`src/sv/assert_macros.svh`:
```
// Assertion helpers shared by the RTL files.
`ifndef ASSERT_MACROS_SVH
`define ASSERT_MACROS_SVH

// Concurrent assertion on a clock, disabled while the active-low reset is asserted.
`define ASSERT_CLK(lbl, clk, rstn, prop, msg) \
  lbl: assert property (@(posedge clk) disable iff (!(rstn)) (prop)) else $error(msg);

// Implication form of the same check.
`define ASSERT_IMPL(lbl, clk, rstn, ante, cons, msg) \
  lbl: assert property (@(posedge clk) disable iff (!(rstn)) (ante) |-> (cons)) \
    else $error(msg);

`endif

```
`src/sv/pbps_pkg.sv`:
```
package pbps_pkg;

  // Width of the tick counter that runs in every mode.
  localparam int unsigned TickBits    = 16;
  localparam int unsigned TimeoutBits = 16;
  localparam int unsigned CmpBits     = (TickBits > TimeoutBits) ? TickBits : TimeoutBits;

  localparam logic [TimeoutBits-1:0] TimeoutReset = TimeoutBits'(5000);

  localparam int unsigned InDataBits  = 8;
  localparam int unsigned OutDataBits = 16;

  // Mode numbers as they appear on the result stream.
  localparam logic [2:0] ModeIdle = 3'd2;
  localparam logic [2:0] ModeOn   = 3'd6;
  localparam logic [2:0] ModeWOff = 3'd7;

  typedef struct packed {
    logic [1:0] button_event;
    logic       tone_busy;
  } in_item_t;

  typedef struct packed {
    logic [2:0] mode;
    logic       sleep_request;
    logic       melody_repeat;
    logic [2:0] melody_id;
    logic [1:0] tone_cmd;
    logic [2:0] blink_count;
    logic [1:0] led_cmd;
    logic       fet_on;
  } result_t;

endpackage

```
`src/sv/pbps_in_stage.sv`:
```
`include "assert_macros.svh"

module pbps_in_stage import pbps_pkg::*; (
  input  logic                  clk_i,
  input  logic                  rst_ni,
  input  logic                  in_valid_i,
  output logic                  in_ready_o,
  input  logic [InDataBits-1:0] in_data_i,
  input  logic                  take_i,
  output logic                  item_valid_o,
  output in_item_t              item_o
);

  logic     valid_q, valid_d;
  in_item_t item_q, item_d;
  logic     load;

  // The slot frees up in the same cycle that the held item moves on.
  assign in_ready_o = !valid_q || take_i;
  assign load       = in_valid_i && in_ready_o;

  always_comb begin
    valid_d = valid_q;
    item_d  = item_q;
    if (take_i) begin
      valid_d = 1'b0;
    end
    if (load) begin
      valid_d             = 1'b1;
      item_d.button_event = in_data_i[1:0];
      item_d.tone_busy    = in_data_i[2];
    end
  end

  always_ff @(posedge clk_i or negedge rst_ni) begin
    if (!rst_ni) begin
      valid_q <= 1'b0;
    end else begin
      valid_q <= valid_d;
    end
  end

  always_ff @(posedge clk_i) begin
    item_q <= item_d;
  end

  assign item_valid_o = valid_q;
  assign item_o       = item_q;

  `ASSERT_IMPL(a_take_needs_item, clk_i, rst_ni, take_i, valid_q, "item taken from an empty slot")

endmodule

```
`src/sv/pbps_fsm.sv`:
```
`include "assert_macros.svh"

module pbps_fsm import pbps_pkg::*; (
  input  logic                   clk_i,
  input  logic                   rst_ni,
  input  logic                   step_i,
  input  in_item_t               item_i,
  input  logic [TimeoutBits-1:0] timeout_i,
  output result_t                res_o
);

  typedef enum logic [2:0] {
    M_INIT       = 3'd0,
    M_STARTUP    = 3'd1,
    M_IDLE       = 3'd2,
    M_WAIT_SLEEP = 3'd3,
    M_SLEEP      = 3'd4,
    M_WAIT_ON    = 3'd5,
    M_ON         = 3'd6,
    M_WAIT_OFF   = 3'd7
  } mode_e;

  typedef enum logic [1:0] {
    EV_NONE    = 2'd0,
    EV_SHORT   = 2'd1,
    EV_LONG    = 2'd2,
    EV_RELEASE = 2'd3
  } event_e;

  typedef enum logic [1:0] {
    LED_KEEP  = 2'd0,
    LED_OFF   = 2'd1,
    LED_BLINK = 2'd2
  } led_e;

  typedef enum logic [1:0] {
    TONE_NONE      = 2'd0,
    TONE_STOP      = 2'd1,
    TONE_PLAY      = 2'd2,
    TONE_STOP_PLAY = 2'd3
  } tone_e;

  typedef enum logic [2:0] {
    MEL_START    = 3'd0,
    MEL_SLEEP    = 3'd1,
    MEL_WAIT_ON  = 3'd2,
    MEL_WAIT_OFF = 3'd3,
    MEL_ON       = 3'd4
  } melody_e;

  localparam logic [TickBits-1:0] TickMax = {TickBits{1'b1}};

  mode_e                mode_q, mode_d, nxt;
  logic [TickBits-1:0]  ticks_q, ticks_d, ticks_inc;
  logic                 fet_q, fet_d;
  result_t              res_q, res_d;
  event_e               ev;
  led_e                 led;
  tone_e                tone;
  melody_e              mel;
  logic [2:0]           blink;
  logic                 rep, slp, timed_out;

  assign ev        = event_e'(item_i.button_event);
  assign ticks_inc = (ticks_q == TickMax) ? ticks_q : ticks_q + 1'b1;
  assign timed_out = CmpBits'(ticks_inc) > CmpBits'(timeout_i);

  always_comb begin
    nxt   = mode_q;
    fet_d = fet_q;
    led   = LED_KEEP;
    blink = 3'd0;
    tone  = TONE_NONE;
    mel   = MEL_START;
    rep   = 1'b0;
    slp   = 1'b0;

    unique case (mode_q)
      M_INIT: begin
        fet_d = 1'b0;
        tone  = TONE_PLAY;
        nxt   = M_STARTUP;
      end
      M_STARTUP:    if (!item_i.tone_busy) nxt = M_IDLE;
      M_IDLE: begin
        if (timed_out) nxt = M_WAIT_SLEEP;
        else if (ev == EV_SHORT) nxt = M_WAIT_ON;
      end
      M_WAIT_SLEEP: if (!item_i.tone_busy) nxt = M_SLEEP;
      M_SLEEP:      if (ev == EV_SHORT) nxt = M_WAIT_ON;
      M_WAIT_ON: begin
        if (ev == EV_LONG) nxt = M_ON;
        else if (ev == EV_RELEASE) nxt = M_IDLE;
      end
      M_ON:         if (ev == EV_SHORT) nxt = M_WAIT_OFF;
      M_WAIT_OFF: begin
        if (ev == EV_LONG) nxt = M_IDLE;
        else if (ev == EV_RELEASE) nxt = M_ON;
      end
      default: nxt = mode_q;
    endcase

    ticks_d = ticks_inc;
    mode_d  = nxt;
    if (nxt != mode_q) begin
      ticks_d = '0;
      unique case (nxt)
        M_STARTUP: fet_d = 1'b0;
        M_WAIT_SLEEP: begin
          led  = LED_OFF;
          tone = TONE_PLAY;
          mel  = MEL_SLEEP;
        end
        M_SLEEP: begin
          // Sleep is left at once: power down is requested and the block
          // wakes in idle without the idle entry actions.
          fet_d  = 1'b0;
          led    = LED_OFF;
          slp    = 1'b1;
          mode_d = M_IDLE;
        end
        M_WAIT_ON: begin
          led   = LED_BLINK;
          blink = 3'd2;
          tone  = TONE_PLAY;
          mel   = MEL_WAIT_ON;
          rep   = 1'b1;
        end
        M_ON: begin
          led   = LED_BLINK;
          blink = 3'd5;
          tone  = TONE_STOP_PLAY;
          mel   = MEL_ON;
          rep   = 1'b1;
          fet_d = 1'b1;
        end
        M_WAIT_OFF: begin
          led   = LED_BLINK;
          blink = 3'd3;
          tone  = TONE_PLAY;
          mel   = MEL_WAIT_OFF;
          rep   = 1'b1;
        end
        M_IDLE: begin
          tone  = TONE_STOP;
          led   = LED_BLINK;
          blink = 3'd1;
          fet_d = 1'b0;
        end
        default: ;
      endcase
    end

    res_d.fet_on        = fet_d;
    res_d.led_cmd       = led;
    res_d.blink_count   = blink;
    res_d.tone_cmd      = tone;
    res_d.melody_id     = mel;
    res_d.melody_repeat = rep;
    res_d.sleep_request = slp;
    res_d.mode          = mode_d;
  end

  always_ff @(posedge clk_i or negedge rst_ni) begin
    if (!rst_ni) begin
      mode_q  <= M_INIT;
      ticks_q <= '0;
      fet_q   <= 1'b0;
      res_q   <= '0;
    end else if (step_i) begin
      mode_q  <= mode_d;
      ticks_q <= ticks_d;
      fet_q   <= fet_d;
      res_q   <= res_d;
    end
  end

  assign res_o = res_q;

  `ASSERT_CLK(a_sleep_never_held, clk_i, rst_ni, mode_q != M_SLEEP, "sleep mode was held")
  `ASSERT_IMPL(a_fet_only_armed, clk_i, rst_ni, fet_q, (mode_q == M_ON) || (mode_q == M_WAIT_OFF),
    "load enabled outside on and wait_off")

endmodule

```
`src/sv/push_button_power_switch_fsm_core.sv`:
```
// Soft power switch controller. Each transfer on the slave stream is one
// timer tick carrying the debounced button event and the tone player's busy
// flag; each tick yields exactly one result transfer on the master stream
// with the load switch enable, LED and tone commands, the sleep request and
// the mode after the tick. The block takes one tick per clock cycle when the
// downstream side keeps up: a tick is held in an input register, the whole
// next-state rule runs as one combinational step into the result register,
// and the result register drives the master stream. The idle timeout
// register is written through cfg_we_i/cfg_wdata_i and should only
// change while no tick is in flight.
`include "assert_macros.svh"

module push_button_power_switch_fsm_core import pbps_pkg::*; (
  input  logic                    clk_i,
  input  logic                    rst_ni,
  // Idle timeout in ticks.
  input  logic                    cfg_we_i,
  input  logic [TimeoutBits-1:0]  cfg_wdata_i,
  input  logic                    s_axis_tvalid_i,
  output logic                    s_axis_tready_o,
  // [1:0] button_event, [2] tone_busy, [7:3] zero.
  input  logic [InDataBits-1:0]   s_axis_tdata_i,
  output logic                    m_axis_tvalid_o,
  input  logic                    m_axis_tready_i,
  // [0] fet_on, [2:1] led_cmd, [5:3] blink_count, [7:6] tone_cmd,
  // [10:8] melody_id, [11] melody_repeat, [12] sleep_request, [15:13] mode.
  output logic [OutDataBits-1:0]  m_axis_tdata_o
);

  logic [TimeoutBits-1:0] timeout_q;
  logic                   item_valid;
  in_item_t               item;
  logic                   step;
  logic                   out_valid_q, out_valid_d;
  result_t                res;

  // The idle timeout register.
  always_ff @(posedge clk_i or negedge rst_ni) begin
    if (!rst_ni) begin
      timeout_q <= TimeoutReset;
    end else if (cfg_we_i) begin
      timeout_q <= cfg_wdata_i;
    end
  end

  // A held tick is evaluated whenever the result register is empty or its
  // current result is being transferred out in this cycle.
  assign step = item_valid && (!out_valid_q || m_axis_tready_i);

  pbps_in_stage u_in_stage (
    .clk_i        (clk_i),
    .rst_ni       (rst_ni),
    .in_valid_i   (s_axis_tvalid_i),
    .in_ready_o   (s_axis_tready_o),
    .in_data_i    (s_axis_tdata_i),
    .take_i       (step),
    .item_valid_o (item_valid),
    .item_o       (item)
  );

  pbps_fsm u_fsm (
    .clk_i     (clk_i),
    .rst_ni    (rst_ni),
    .step_i    (step),
    .item_i    (item),
    .timeout_i (timeout_q),
    .res_o     (res)
  );

  always_comb begin
    out_valid_d = out_valid_q;
    if (m_axis_tready_i) begin
      out_valid_d = 1'b0;
    end
    if (step) begin
      out_valid_d = 1'b1;
    end
  end

  always_ff @(posedge clk_i or negedge rst_ni) begin
    if (!rst_ni) begin
      out_valid_q <= 1'b0;
    end else begin
      out_valid_q <= out_valid_d;
    end
  end

  assign m_axis_tvalid_o = out_valid_q;
  assign m_axis_tdata_o  = res;

  `ASSERT_IMPL(a_step_fills_result, clk_i, rst_ni, step, ##1 out_valid_q,
    "evaluated tick left no result")
  `ASSERT_IMPL(a_sleep_req_in_idle, clk_i, rst_ni, out_valid_q && res.sleep_request,
    res.mode == ModeIdle, "sleep request without idle mode")

endmodule

```
`config.mk`:
```
export PLATFORM = sky130hd
export DESIGN_NAME = push_button_power_switch_fsm_core
export DESIGN_NICKNAME = d
export VERILOG_FILES = /design/src/sv/pbps_pkg.sv /design/src/sv/pbps_in_stage.sv /design/src/sv/pbps_fsm.sv /design/src/sv/push_button_power_switch_fsm_core.sv
export VERILOG_INCLUDE_DIRS = /design/src /design/src/sv
export SDC_FILE = /design/constraint.sdc
export NUM_CORES = 1
export LEC_CHECK = 0
export CAP_MARGIN = 0
export CORE_ASPECT_RATIO = 0.5
export CORE_MARGIN = 1
export CORE_UTILIZATION = 60
export CTS_CLUSTER_SIZE = 30
export DETAILED_ROUTE_END_ITERATION = 10
export DONT_BUFFER_PORTS = 1
export PLACE_DENSITY = 0.87
export SYNTH_ARGS = -nofsm -noshare
export SYNTH_HDL_FRONTEND = slang
export SYNTH_HIERARCHICAL = 1
export SYNTH_SLANG_ARGS = --single-unit
```
`constraint.sdc`:
```
create_clock -name clk_i -period 6.6 [get_ports clk_i]
set_clock_uncertainty 0.15 [all_clocks]
set_input_delay 1.98 -clock clk_i [delete_from_list [all_inputs] [get_ports clk_i]]
set_output_delay 1.98 -clock clk_i [all_outputs]
set_load 0.01 [all_outputs]
```
==> metrics.txt, run 1 <==
outcome=completed; Core Util, Final=65.1%; share of cells above drive strength 1=13.2%; CP Launch Type=register; nets@finish=362; Max stage delay on crit path=0.61 ns; Synth-to-Final Area Change=3.05%; Crit-path slowest cell=nor4_1; initial drt markers=92; Syn Nets=367; CP endpoint kind=register; initial core utilization=63.2%; clock power share=18.8%; top area cells in the synthesized netlist=dfrtp_1, ha_1, mux2_4, dfstp_2, inv_1; Avg WL per Cell=16.6 um; cell taking the most area after synthesis=dfrtp_1; CTS Buf Count=5; Max Slew Vio Count=0; gr usage total=24.9%; pin count of the biggest net entering global routing=51; placed insts=379; FP Rows=18; WL final=6.42 mm; die height=53.3 um; final setup TNS=0 ns; Internal Power=0.000604 W; hold buffers post-CTS=0; post-synthesis mux area share=7.88%; EDFF count, synth=3; Post-synth ARST share=94.3%; first-pass GRT wire length=10.7 mm; die extent in x=105 um; Hold Path Class=reg2reg; Syn Area/Cell=9.84 um^2; WP data arrival=4.67 ns; CTS root buffer=clkbuf_8; MaxCap Viol Count=0; crit-path cells=and4_1 -> and4_1 -> nand3b_1 -> nand2b_1 -> nor2_1 -> xor2_1 -> ha_1 -> nand4_1 -> nor4_1 -> a21oi_1 -> a21boi_1 -> nand3b_1 -> nor4b_1 -> o21ai_1; final hold violation count=0; CP Class=reg2reg; Flop pwr share=48.5%; DP Worst Slack=2.02 ns; area share of the largest cell type after synthesis=35.7%; initial antenna violation count=0; hold_sp=timeout_q[14]; vias in the first global route=2,390; # H-tree levels=2; Worst R2R Start=u_fsm/ticks_q[3]; Pwr Density=305 mW/mm^2; post-CTS sizing=0; CTS clk-pin slew, worst paths=0.11 ns; launch point of the worst path=u_fsm/ticks_q[3]; CTS tree=built; P_sw=0.000389 W; Port Buffers=0; RSZ-0062 raised after global routing=false; Synth Area in Simple Gates=16.5%; DIE AREA=0.00558 mm^2; grt ovf=0; Crit Path Max Fanout=9; gpl congestion=0.836; Leak=1.48 nW; sequential share of the synthesized area=42.7%; Worst-Margin Slew=0.767 ns; Core Area=0.00500 mm^2; DRT Pass-1 Iters=4; Adder-Cell Fraction of Synth Area=6.74%; Peak VDD IR=0.000207 V; clock latency reported for the late side of the worst-skew pair=0.31 ns; Net Sw Frac=39.2%; Filler cells=397; Synth Flop Type=dfrtp_1; Post-Syn Instances=321; Cell Area, Synth=0.00316 mm^2; Combinational Power Share=32.7%; non-filler instance count after layout=387; Post-Synth XOR/XNOR Area=2.50%; via/cell ratio=6.05; post-synthesis compound-gate area fraction=17.5%; via count=2,342; Crit path required time=6.64 ns; Finish-stage setup viols=0; Power, Total=0.000993 W; Detailed Place HPWL=4.71 mm; CTS max path bufs=2; cell with the most instances after synthesis=dfrtp_1; Cell variety after synth=62; antenna viol nets, final=0; setup bufs post-CTS=0; io pins=47; DRC=0; Syn. warnings=6; Final Critical Period=4.63 ns; f_max=216 MHz; final worst slack=1.97 ns; clock sink count=53; FF+latch count, synth=53; ant diodes=0; relative max-transition margin=48.8%; list of most frequent post-synthesis cells=dfrtp_1, inv_1, nand2_1, a21oi_1, nor2_1; largest family of logic cells by synthesized area=compound AO/OA/AOI/OAI gates; fin crit share=70.2%
-- cell families (layout without fill, tap and decap cells) --
| kind of cell | after synthesis | count (layout) |
|---|---|---|
| XOR/XNOR | 9 | 9 |
| flip-flops | 53 | 53 |
| adder cells (fa/ha/maj) | 17 | 17 |
| buffers and inverters | 42 | 38 |
| AND/OR/NAND/NOR | 98 | 98 |
| multiplexers | 19 | 19 |
| AO/OA/AOI/OAI | 83 | 83 |
-- critical path: cells and delay by family (launching register included) --
family	cells	cell delay, ns
simple gates	9	2.59
xor+xnor	1	0.17
compound gates	3	0.81
flops	1	0.50
fa+ha+maj	1	0.31
-- cell type report --
type / count / area (um^2) / share of cell area [%]
clock inverters: 3 / 20.0 / 0.615
clock buffers: 5 / 68.8 / 2.11
well taps: 70 / 87.6 / 2.69
flip-flops and latches: 53 / 1350 / 41.4
repair buffers: 1 / 7.51 / 0.231
inverters: 29 / 109 / 3.34
multi-input cells: 226 / 1610 / 49.6
-- routing by layer --
| layer | wire, um | GRT usage (%) | vias to the layer above |
|---|---|---|---|
| met2 | 3060 | 46.7 | 66 |
| met4 | 119 | 8.45 | 0 |
| li1 | - | - | 1127 |
| met5 | 0 | 0 | - |
| met3 | 277 | 4.68 | 13 |
| met1 | 2960 | 29.6 | 1136 |
-- metrics by stage --
stage	cell area [um^2]	hold WS [ns]
2_1_floorplan	3160	0.331
3_3_place_gp	3170	0.343
3_5_place_dp	3170	0.351
4_1_cts	3250	0.376
5_1_grt	3250	0.394
6_report	3250	0.370
-- final timing paths --
kind,to,slack (ns),cells past startpoint
max,u_fsm/res_o[0],1.97,14
max reg2reg,u_fsm/res_o[0],1.97,14
min in group asynchronous,timeout_q[0],1.19,0
min reg2reg,timeout_q[14],0.37,1
min,timeout_q[14],0.37,1
max in group asynchronous,timeout_q[9],4.93,0
-- cells in the final DEF, fill, tap and decap left out, types with 3 or more instances in the layout --
master and count:
dfrtp_1 45, inv_1 29, nand2_1 26, nor2_1 21
a21oi_1 21, o21ai_0 18, ha_1 17, mux2_4 10
nand3_1 10, a22o_1 8, mux2_2 7, xnor2_1 6
nand4_1 6, o31ai_1 6, nand2b_1 5, clkbuf_8 5
dfstp_2 5, nor2b_1 5, o21a_1 4, xor2_1 3
and3_1 3, a21o_2 3, o2bb2ai_1 3, edfxtp_1 3
-- power groups by stage --
stage	logic [W]	clock network [W]	registers (W)
after floorplan	0.000294	0	0.000452
after global placement	0.000300	0	0.000483
after detailed placement	0.000319	0	0.000487
after CTS	0.000320	0.000192	0.000482
after global routing	0.000364	0.000201	0.000492
final	0.000325	0.000187	0.000482
-- sequential cells by signal (all words and copies together), names as in the netlist --
register,cells
u_in_stage/item_valid_o,1
u_fsm/res_o,16
timeout_q,16
u_fsm/ticks_q,16
m_axis_tvalid_o,1
u_in_stage/item_o,3
Note: power is estimated with default switching activity, not from simulation.
==> inputs of run 2 (changes only) <==
- clock period: 6.6 -> 4.8 ns (I/O delays scaled with it)
==> metrics.txt, run 2 (synthesized netlist as in run 1, its figures left out) <==
met3 wire len=378 um (was 277 um); CTS tree=built (unchanged); Max stage delay on crit path=0.50 ns (was 0.61 ns); P_sw=0.000539 W (was 0.000389 W); final setup TNS=0 ns (unchanged); RSZ-0062 raised after global routing=true (was false); clock sink count=53 (unchanged); pin count of the biggest net entering global routing=51 (unchanged); die height=53.3 um (unchanged); clock latency reported for the late side of the worst-skew pair=0.31 ns (about the same); setup bufs post-CTS=0 (unchanged); CTS max path bufs=2 (unchanged); Area after DPL=0.00317 mm^2 (unchanged); Pwr Density=430 mW/mm^2 (was 305 mW/mm^2); Avg WL per Cell=17.1 um (was 16.6 um); DRT Pass-1 Iters=4 (unchanged); CTS clk-pin slew, worst paths=0.10 ns (was 0.11 ns); f_max=221 MHz (was 216 MHz); FP Rows=18 (unchanged); Internal Power=0.000876 W (was 0.000604 W); commonest non-fill, non-tap cell in the layout=dfrtp_1 (unchanged); Crit Path Max Fanout=9 (unchanged); Filler cells=396 (was 397); Crit path required time=4.85 ns (was 6.64 ns); Synth-to-Final Area Change=4.08% (was 3.05%); CP Class=reg2reg (unchanged); crit-path cells=and4_1 -> and4_1 -> nand3b_1 -> nand2b_1 -> nor2_1 -> xor2_1 -> ha_1 -> nand4_1 -> nor4_2 -> a21oi_1 -> a21boi_1 -> nand3b_1 -> nor4b_1 -> o21ai_1 (was and4_1 -> and4_1 -> nand3b_1 -> nand2b_1 -> nor2_1 -> xor2_1 -> ha_1 -> nand4_1 -> nor4_1 -> a21oi_1 -> a21boi_1 -> nand3b_1 -> nor4b_1 -> o21ai_1); gr usage total=26.2% (was 24.9%); Flop pwr share=46.8% (was 48.5%); Power, Total=0.00141 W (was 0.000993 W); Combinational Power Share=32.1% (was 32.7%); MaxCap Viol Count=0 (unchanged); WP data arrival=4.58 ns (was 4.67 ns); Final Cell Area=0.00329 mm^2 (was 0.00325 mm^2); commonest non-fill, non-tap cells in the layout=dfrtp_1, inv_1, nand2_1, nor2_1, a21oi_1 (unchanged); outcome=completed (unchanged); initial drt markers=145 (was 92); DRC=0 (unchanged); CTS root buffer=clkbuf_8 (unchanged); Leak=1.49 nW (was 1.48 nW); clock power share=21.1% (was 18.8%); Max Slew Vio Count=0 (unchanged); fin crit share=94.4% (was 70.2%); # H-tree levels=2 (unchanged); final worst slack=0.269 ns (was 1.97 ns); nets@finish=362 (unchanged); final hold violation count=0 (unchanged); first-pass GRT wire length=11.2 mm (was 10.7 mm); Core Area=0.00500 mm^2 (unchanged); Peak VDD IR=0.000290 V (was 0.000207 V); WL final=6.60 mm (was 6.42 mm); DP Worst Slack=0.261 ns (was 2.02 ns); vias in the first global route=2,412 (was 2,390); antenna viol nets, final=0 (unchanged); CP endpoint kind=register (unchanged); CP Launch Type=register (unchanged); Crit-path slowest cell=dfrtp_1 (was nor4_1); DIE AREA=0.00558 mm^2 (unchanged); Net Sw Frac=38.1% (was 39.2%); Detailed Place HPWL=4.76 mm (was 4.71 mm); met2 wire len=3.26 mm (was 3.06 mm); gpl congestion=0.850 (was 0.836); Final Critical Period=4.53 ns (was 4.63 ns); CTS Buf Count=5 (unchanged); initial core utilization=63.2% (unchanged); io pins=47 (unchanged); initial antenna violation count=0 (unchanged); relative max-transition margin=47.5% (was 48.8%); met1 WL=2.87 mm (was 2.96 mm); via/cell ratio=6.22 (was 6.05); top sig layer=met4 (unchanged); Core Util, Final=65.7% (was 65.1%); Port Buffers=0 (unchanged); Worst-Margin Slew=0.786 ns (was 0.767 ns); Finish-stage setup viols=0 (unchanged); ant diodes=0 (unchanged); die extent in x=105 um (unchanged); Hold Path Class=reg2reg (unchanged); via count=2,408 (was 2,342); share of cells above drive strength 1=13.6% (was 13.2%); grt ovf=0 (unchanged)
[run 2: cell count changes in the layout (fill, tap and decap cells not counted), sizes merged]
| cell | delta |
|---|---|
| clkinv | -1 |
| inv | -2 |
| clkinvlp | +1 |
| clkbuf | +2 |
[run 2: per-layer routing]
metal / global-route usage, % / vias up
met1: 31.0 / 1170
met5: 0 / -
met2: 48.1 / 97
met3: 5.91 / 15
li1: - / 1126
met4: 9.39 / 0
[run 2: worst paths after layout]
path	start	cells past startpoint	end	slack (ns)
min	timeout_q[14]	1	timeout_q[14]	0.37
max	u_fsm/ticks_q[3]	14	u_fsm/res_o[0]	0.27
max reg2reg	u_fsm/ticks_q[3]	14	u_fsm/res_o[0]	0.27
max in group asynchronous	rst_ni	0	timeout_q[9]	3.67
min in group asynchronous	rst_ni	0	timeout_q[0]	0.66
min reg2reg	timeout_q[14]	1	timeout_q[14]	0.37
[run 2: critical path: cells and delay by family, from the launching register on]
| kind | cells | cell delay, ns |
|---|---|---|
| DFF | 1 | 0.50 |
| and+or+nand+nor | 9 | 2.53 |
| xor gates and xnor gates | 1 | 0.17 |
| AOI/OAI and AO/OA | 3 | 0.74 |
| adders and majority gates | 1 | 0.32 |
[run 2: power by group through the flow]
| stage | sequential, W | combinational [W] | clock [W] |
|---|---|---|---|
| 4_1_cts | 0.000661 | 0.000446 | 0.000306 |
| 2_1_floorplan | 0.000622 | 0.000404 | 0 |
| 5_1_grt | 0.000675 | 0.000504 | 0.000322 |
| 3_3_place_gp | 0.000664 | 0.000413 | 0 |
| 6_report | 0.000662 | 0.000454 | 0.000299 |
| 3_5_place_dp | 0.000668 | 0.000444 | 0 |
[run 2: layout make-up]
| cell class | count | area (um^2) | share of cell area, % |
|---|---|---|---|
| clock buffer | 7 | 108 | 3.27 |
| clock inverter | 1 | 7.51 | 0.228 |
| inverter | 29 | 109 | 3.31 |
| multi-input combinational | 226 | 1620 | 49.3 |
| sequential | 53 | 1350 | 41.0 |
| timing repair buffer | 1 | 7.51 | 0.228 |
| tap | 70 | 87.6 | 2.66 |
[run 2: what timing repair did]
| action | 4_1_cts | 5_1_grt |
|---|---|---|
| resized for setup | 0 | 1 |
| hold buffers | 0 | 0 |
| setup endpoints to repair | 0 | 18 |
[run 2: stage by stage]
stage | hold slack, ns | std cells
after floorplan | 0.331 | 321
after detailed placement | 0.346 | 379
final | 0.372 | 387
after global placement | 0.344 | 379
after global routing | 0.393 | 387
after CTS | 0.375 | 387
==> inputs of run 3 (changes only) <==
- ABC_AREA: default -> 1
- GPL_TIMING_DRIVEN: default -> 0
==> metrics.txt, run 3 <==
outcome=completed (unchanged); Max stage delay on crit path=0.45 ns (was 0.50 ns); WL final=6.68 mm (was 6.60 mm); largest family of logic cells by synthesized area=simple AND/OR/NAND/NOR gates (was compound AO/OA/AOI/OAI gates); Max Slew Vio Count=0 (unchanged); clock power share=18.1% (was 21.1%); Post-Synth XOR/XNOR Area=3.35% (was 2.50%); initial drt markers=215 (was 145); share of cells above drive strength 1=9.36% (was 13.6%); Finish-stage setup viols=0 (unchanged); via count=2,594 (was 2,408); list of most frequent post-synthesis cells=nand2_1, inv_1, dfrtp_1, o21ai_0, nor2_1 (was dfrtp_1, inv_1, nand2_1, a21oi_1, nor2_1); MaxCap Viol Count=0 (unchanged); vias in the first global route=2,437 (was 2,412); die extent in x=104 um (was 105 um); initial core utilization=63.1% (was 63.2%); most frequent CP cell=nand2_1; crit-path cells=nand2_1 -> nor3_2 -> nand4_2 -> nor2_4 -> nand4_1 -> o31ai_1 -> inv_1 -> ha_1 -> nand2_1 -> nor3_1 -> nand3_1 -> nand2_1 -> nand2_1 -> nand2_1 -> nand3_1 -> nand2_1 -> nand2_2 -> buf_6 -> nand4_1 -> nand2_1 (was and4_1 -> and4_1 -> nand3b_1 -> nand2b_1 -> nor2_1 -> xor2_1 -> ha_1 -> nand4_1 -> nor4_2 -> a21oi_1 -> a21boi_1 -> nand3b_1 -> nor4b_1 -> o21ai_1); antenna viol nets, final=0 (unchanged); final hold violation count=0 (unchanged); Crit Path Max Fanout=10 (was 9); Seq. cell area=0.00135 mm^2 (unchanged); Hold Path Class=reg2reg (unchanged); initial antenna violation count=0 (unchanged); met3 GRT Util=9.36% (was 5.91%); relative max-transition margin=66.2% (was 47.5%); Final Critical Period=4.01 ns (was 4.53 ns); grt ovf=0 (unchanged); top area cells in the synthesized netlist=dfrtp_1, nand2_1, inv_1, ha_1, o21ai_0 (was dfrtp_1, ha_1, mux2_4, dfstp_2, inv_1); Final Cell Area=0.00332 mm^2 (was 0.00329 mm^2); f_max=250 MHz (was 221 MHz); DRC=0 (unchanged); die height=53.2 um (was 53.3 um); P_sw=0.000576 W (was 0.000539 W); Pwr Density=416 mW/mm^2 (was 430 mW/mm^2); FP Rows=18 (unchanged); Avg WL per Cell=14.0 um (was 17.1 um); Cell Area, Synth=0.00314 mm^2 (was 0.00316 mm^2); Syn Area/Cell=7.89 um^2 (was 9.84 um^2); CP Launch Type=register (unchanged); grt peak-use layer=met2 (unchanged); gr usage total=26.3% (was 26.2%); Combinational Power Share=36.9% (was 32.1%); commonest non-fill, non-tap cells in the layout=nand2_1, inv_1, dfrtp_1, o21ai_0, nor2_1 (was dfrtp_1, inv_1, nand2_1, nor2_1, a21oi_1); FF+latch count, synth=53 (unchanged); post-CTS sizing=0 (unchanged); CTS clk-pin slew, worst paths=0.09 ns (was 0.10 ns); post-synthesis mux area share=0% (was 7.88%); Synth-to-Final Area Change=5.54% (was 4.08%); clock latency reported for the late side of the worst-skew pair=0.31 ns (about the same); Adder-Cell Fraction of Synth Area=6.77% (was 6.74%); Post-synth ARST share=94.3% (unchanged); fin crit share=83.5% (was 94.4%); nets@finish=451 (was 362); CP Class=reg2reg (unchanged); Syn Nets=444 (was 367); Crit-path slowest cell=dfrtp_1 (unchanged); pin count of the biggest net entering global routing=51 (unchanged); Detailed Place HPWL=4.96 mm (was 4.76 mm); final setup TNS=0 ns (unchanged); clock sink count=53 (unchanged); # H-tree levels=2 (unchanged); DIE AREA=0.00555 mm^2 (was 0.00558 mm^2); CTS root buffer=clkbuf_8 (unchanged); met1 global-route usage=32.8% (was 31.0%); cell with the most instances after synthesis=nand2_1 (was dfrtp_1); CTS Buf Count=5 (unchanged); CTS max path bufs=2 (unchanged); Worst-Margin Slew=0.507 ns (was 0.786 ns); Cell variety after synth=42 (was 62); cell taking the most area after synthesis=dfrtp_1 (unchanged); setup bufs post-CTS=0 (unchanged); gpl congestion=0.853 (was 0.850); CP endpoint kind=register (unchanged); DP Worst Slack=1.02 ns (was 0.261 ns); area of the multi-input gates=0.00148 mm^2 (was 0.00162 mm^2); Net Sw Frac=41.8% (was 38.1%); via/cell ratio=5.45 (was 6.22); CTS tree=built (unchanged); sequential share of the synthesized area=42.9% (was 42.7%); io pins=47 (unchanged); post-synthesis compound-gate area fraction=11.8% (was 17.5%); hold buffers post-CTS=0 (unchanged); Peak VDD IR=0.000295 V (was 0.000290 V); Core Area=0.00498 mm^2 (was 0.00500 mm^2); Post-Syn Instances=398 (was 321); first-pass GRT wire length=11.0 mm (was 11.2 mm); Leak=1.70 nW (was 1.49 nW); area share of the largest cell type after synthesis=35.8% (was 35.7%); Flop pwr share=45.0% (was 46.8%); Synth Flop Type=dfrtp_1 (unchanged); DRT Pass-1 Iters=5 (was 4); Area after DPL=0.00323 mm^2 (was 0.00317 mm^2); Filler cells=413 (was 396); GR met2 Demand/Resource=43.8% (was 48.1%); RSZ-0062 raised after global routing=false (was true); Syn. warnings=6 (unchanged); Synth Area in Simple Gates=25.2% (was 16.5%); WP data arrival=4.06 ns (was 4.58 ns); Crit path required time=4.85 ns (about the same); final worst slack=0.793 ns (was 0.269 ns); commonest non-fill, non-tap cell in the layout=nand2_1 (was dfrtp_1); EDFF count, synth=3 (unchanged); Port Buffers=0 (unchanged); Internal Power=0.000803 W (was 0.000876 W); ant diodes=0 (unchanged); Buf/Inv on CP=2 (was 0); cell family with the largest share of critical-path delay=simple AND/OR/NAND/NOR gates (unchanged)
[run 3: cell count changes after synthesis, sizes merged, moves of 6 or more]
cell and delta:
a22o -7, o21ai +12, nand3 +7, mux2 -17
a21oi -8, inv +33, nand2 +96, xor2 +7
nand2b -6
[run 3: worst paths after layout]
path / startpoint / end / slack (ns) / depth (start not counted)
hold reg to reg: timeout_q[8] / timeout_q[8] / 0.33 / 2
min in group asynchronous: rst_ni / timeout_q[11] / 0.66 / 0
hold / removal: timeout_q[8] / timeout_q[8] / 0.33 / 2
setup reg to reg: u_fsm/ticks_q[4] / u_fsm/res_o[2] / 0.79 / 20
setup / recovery: u_fsm/ticks_q[4] / u_fsm/res_o[2] / 0.79 / 20
max in group asynchronous: rst_ni / timeout_q[3] / 3.66 / 0
[run 3: logic make-up after synthesis]
family / count (synthesis)
AOI/OAI and AO/OA: 61
xor gates and xnor gates: 12
adders and majority gates: 17
and+or+nand+nor: 181
buffers and inverters: 74
DFF: 53
[run 3: area by class of cell]
class	count	share of cell area, %
buffer	11	2.34
clock buffer	6	2.19
tap	70	2.64
inverter	63	7.13
clock inverter	2	0.415
sequential	53	40.6
multi-input combinational	271	44.6
[run 3: routing by layer]
layer	part of all wire (%)	vias to the layer above
li1	-	1286
met1	45	1203
met2	46	97
met5	0	-
met3	7.7	8
met4	0.97	0
[run 3: power by group through the flow]
stage	combinational, W	sequential, W	clock [W]
finish	0.000509	0.000620	0.000250
global route	0.000574	0.000632	0.000281
CTS	0.000501	0.000621	0.000258
detailed placement	0.000497	0.000628	0
global placement	0.000476	0.000626	0
floorplan	0.000395	0.000610	0
[run 3: per-stage QoR]
step | std cells | hold slack (ns) | util, % | total power, W
global placement | 468 | 0.308 | 64.9 | 0.00110
finish | 476 | 0.326 | 66.6 | 0.00138
detailed placement | 468 | 0.315 | 64.9 | 0.00113
CTS | 476 | 0.326 | 66.6 | 0.00138
floorplan | 398 | 0.298 | - | 0.00100
global route | 476 | 0.342 | 66.6 | 0.00149
[run 3: tightest hold or removal path: cells and delay by family (launching register included)]
kind	cells	cell delay (ns)
DFF	1	0.38
AOI/OAI and AO/OA	1	0.06
buffers and inverters	1	0.04
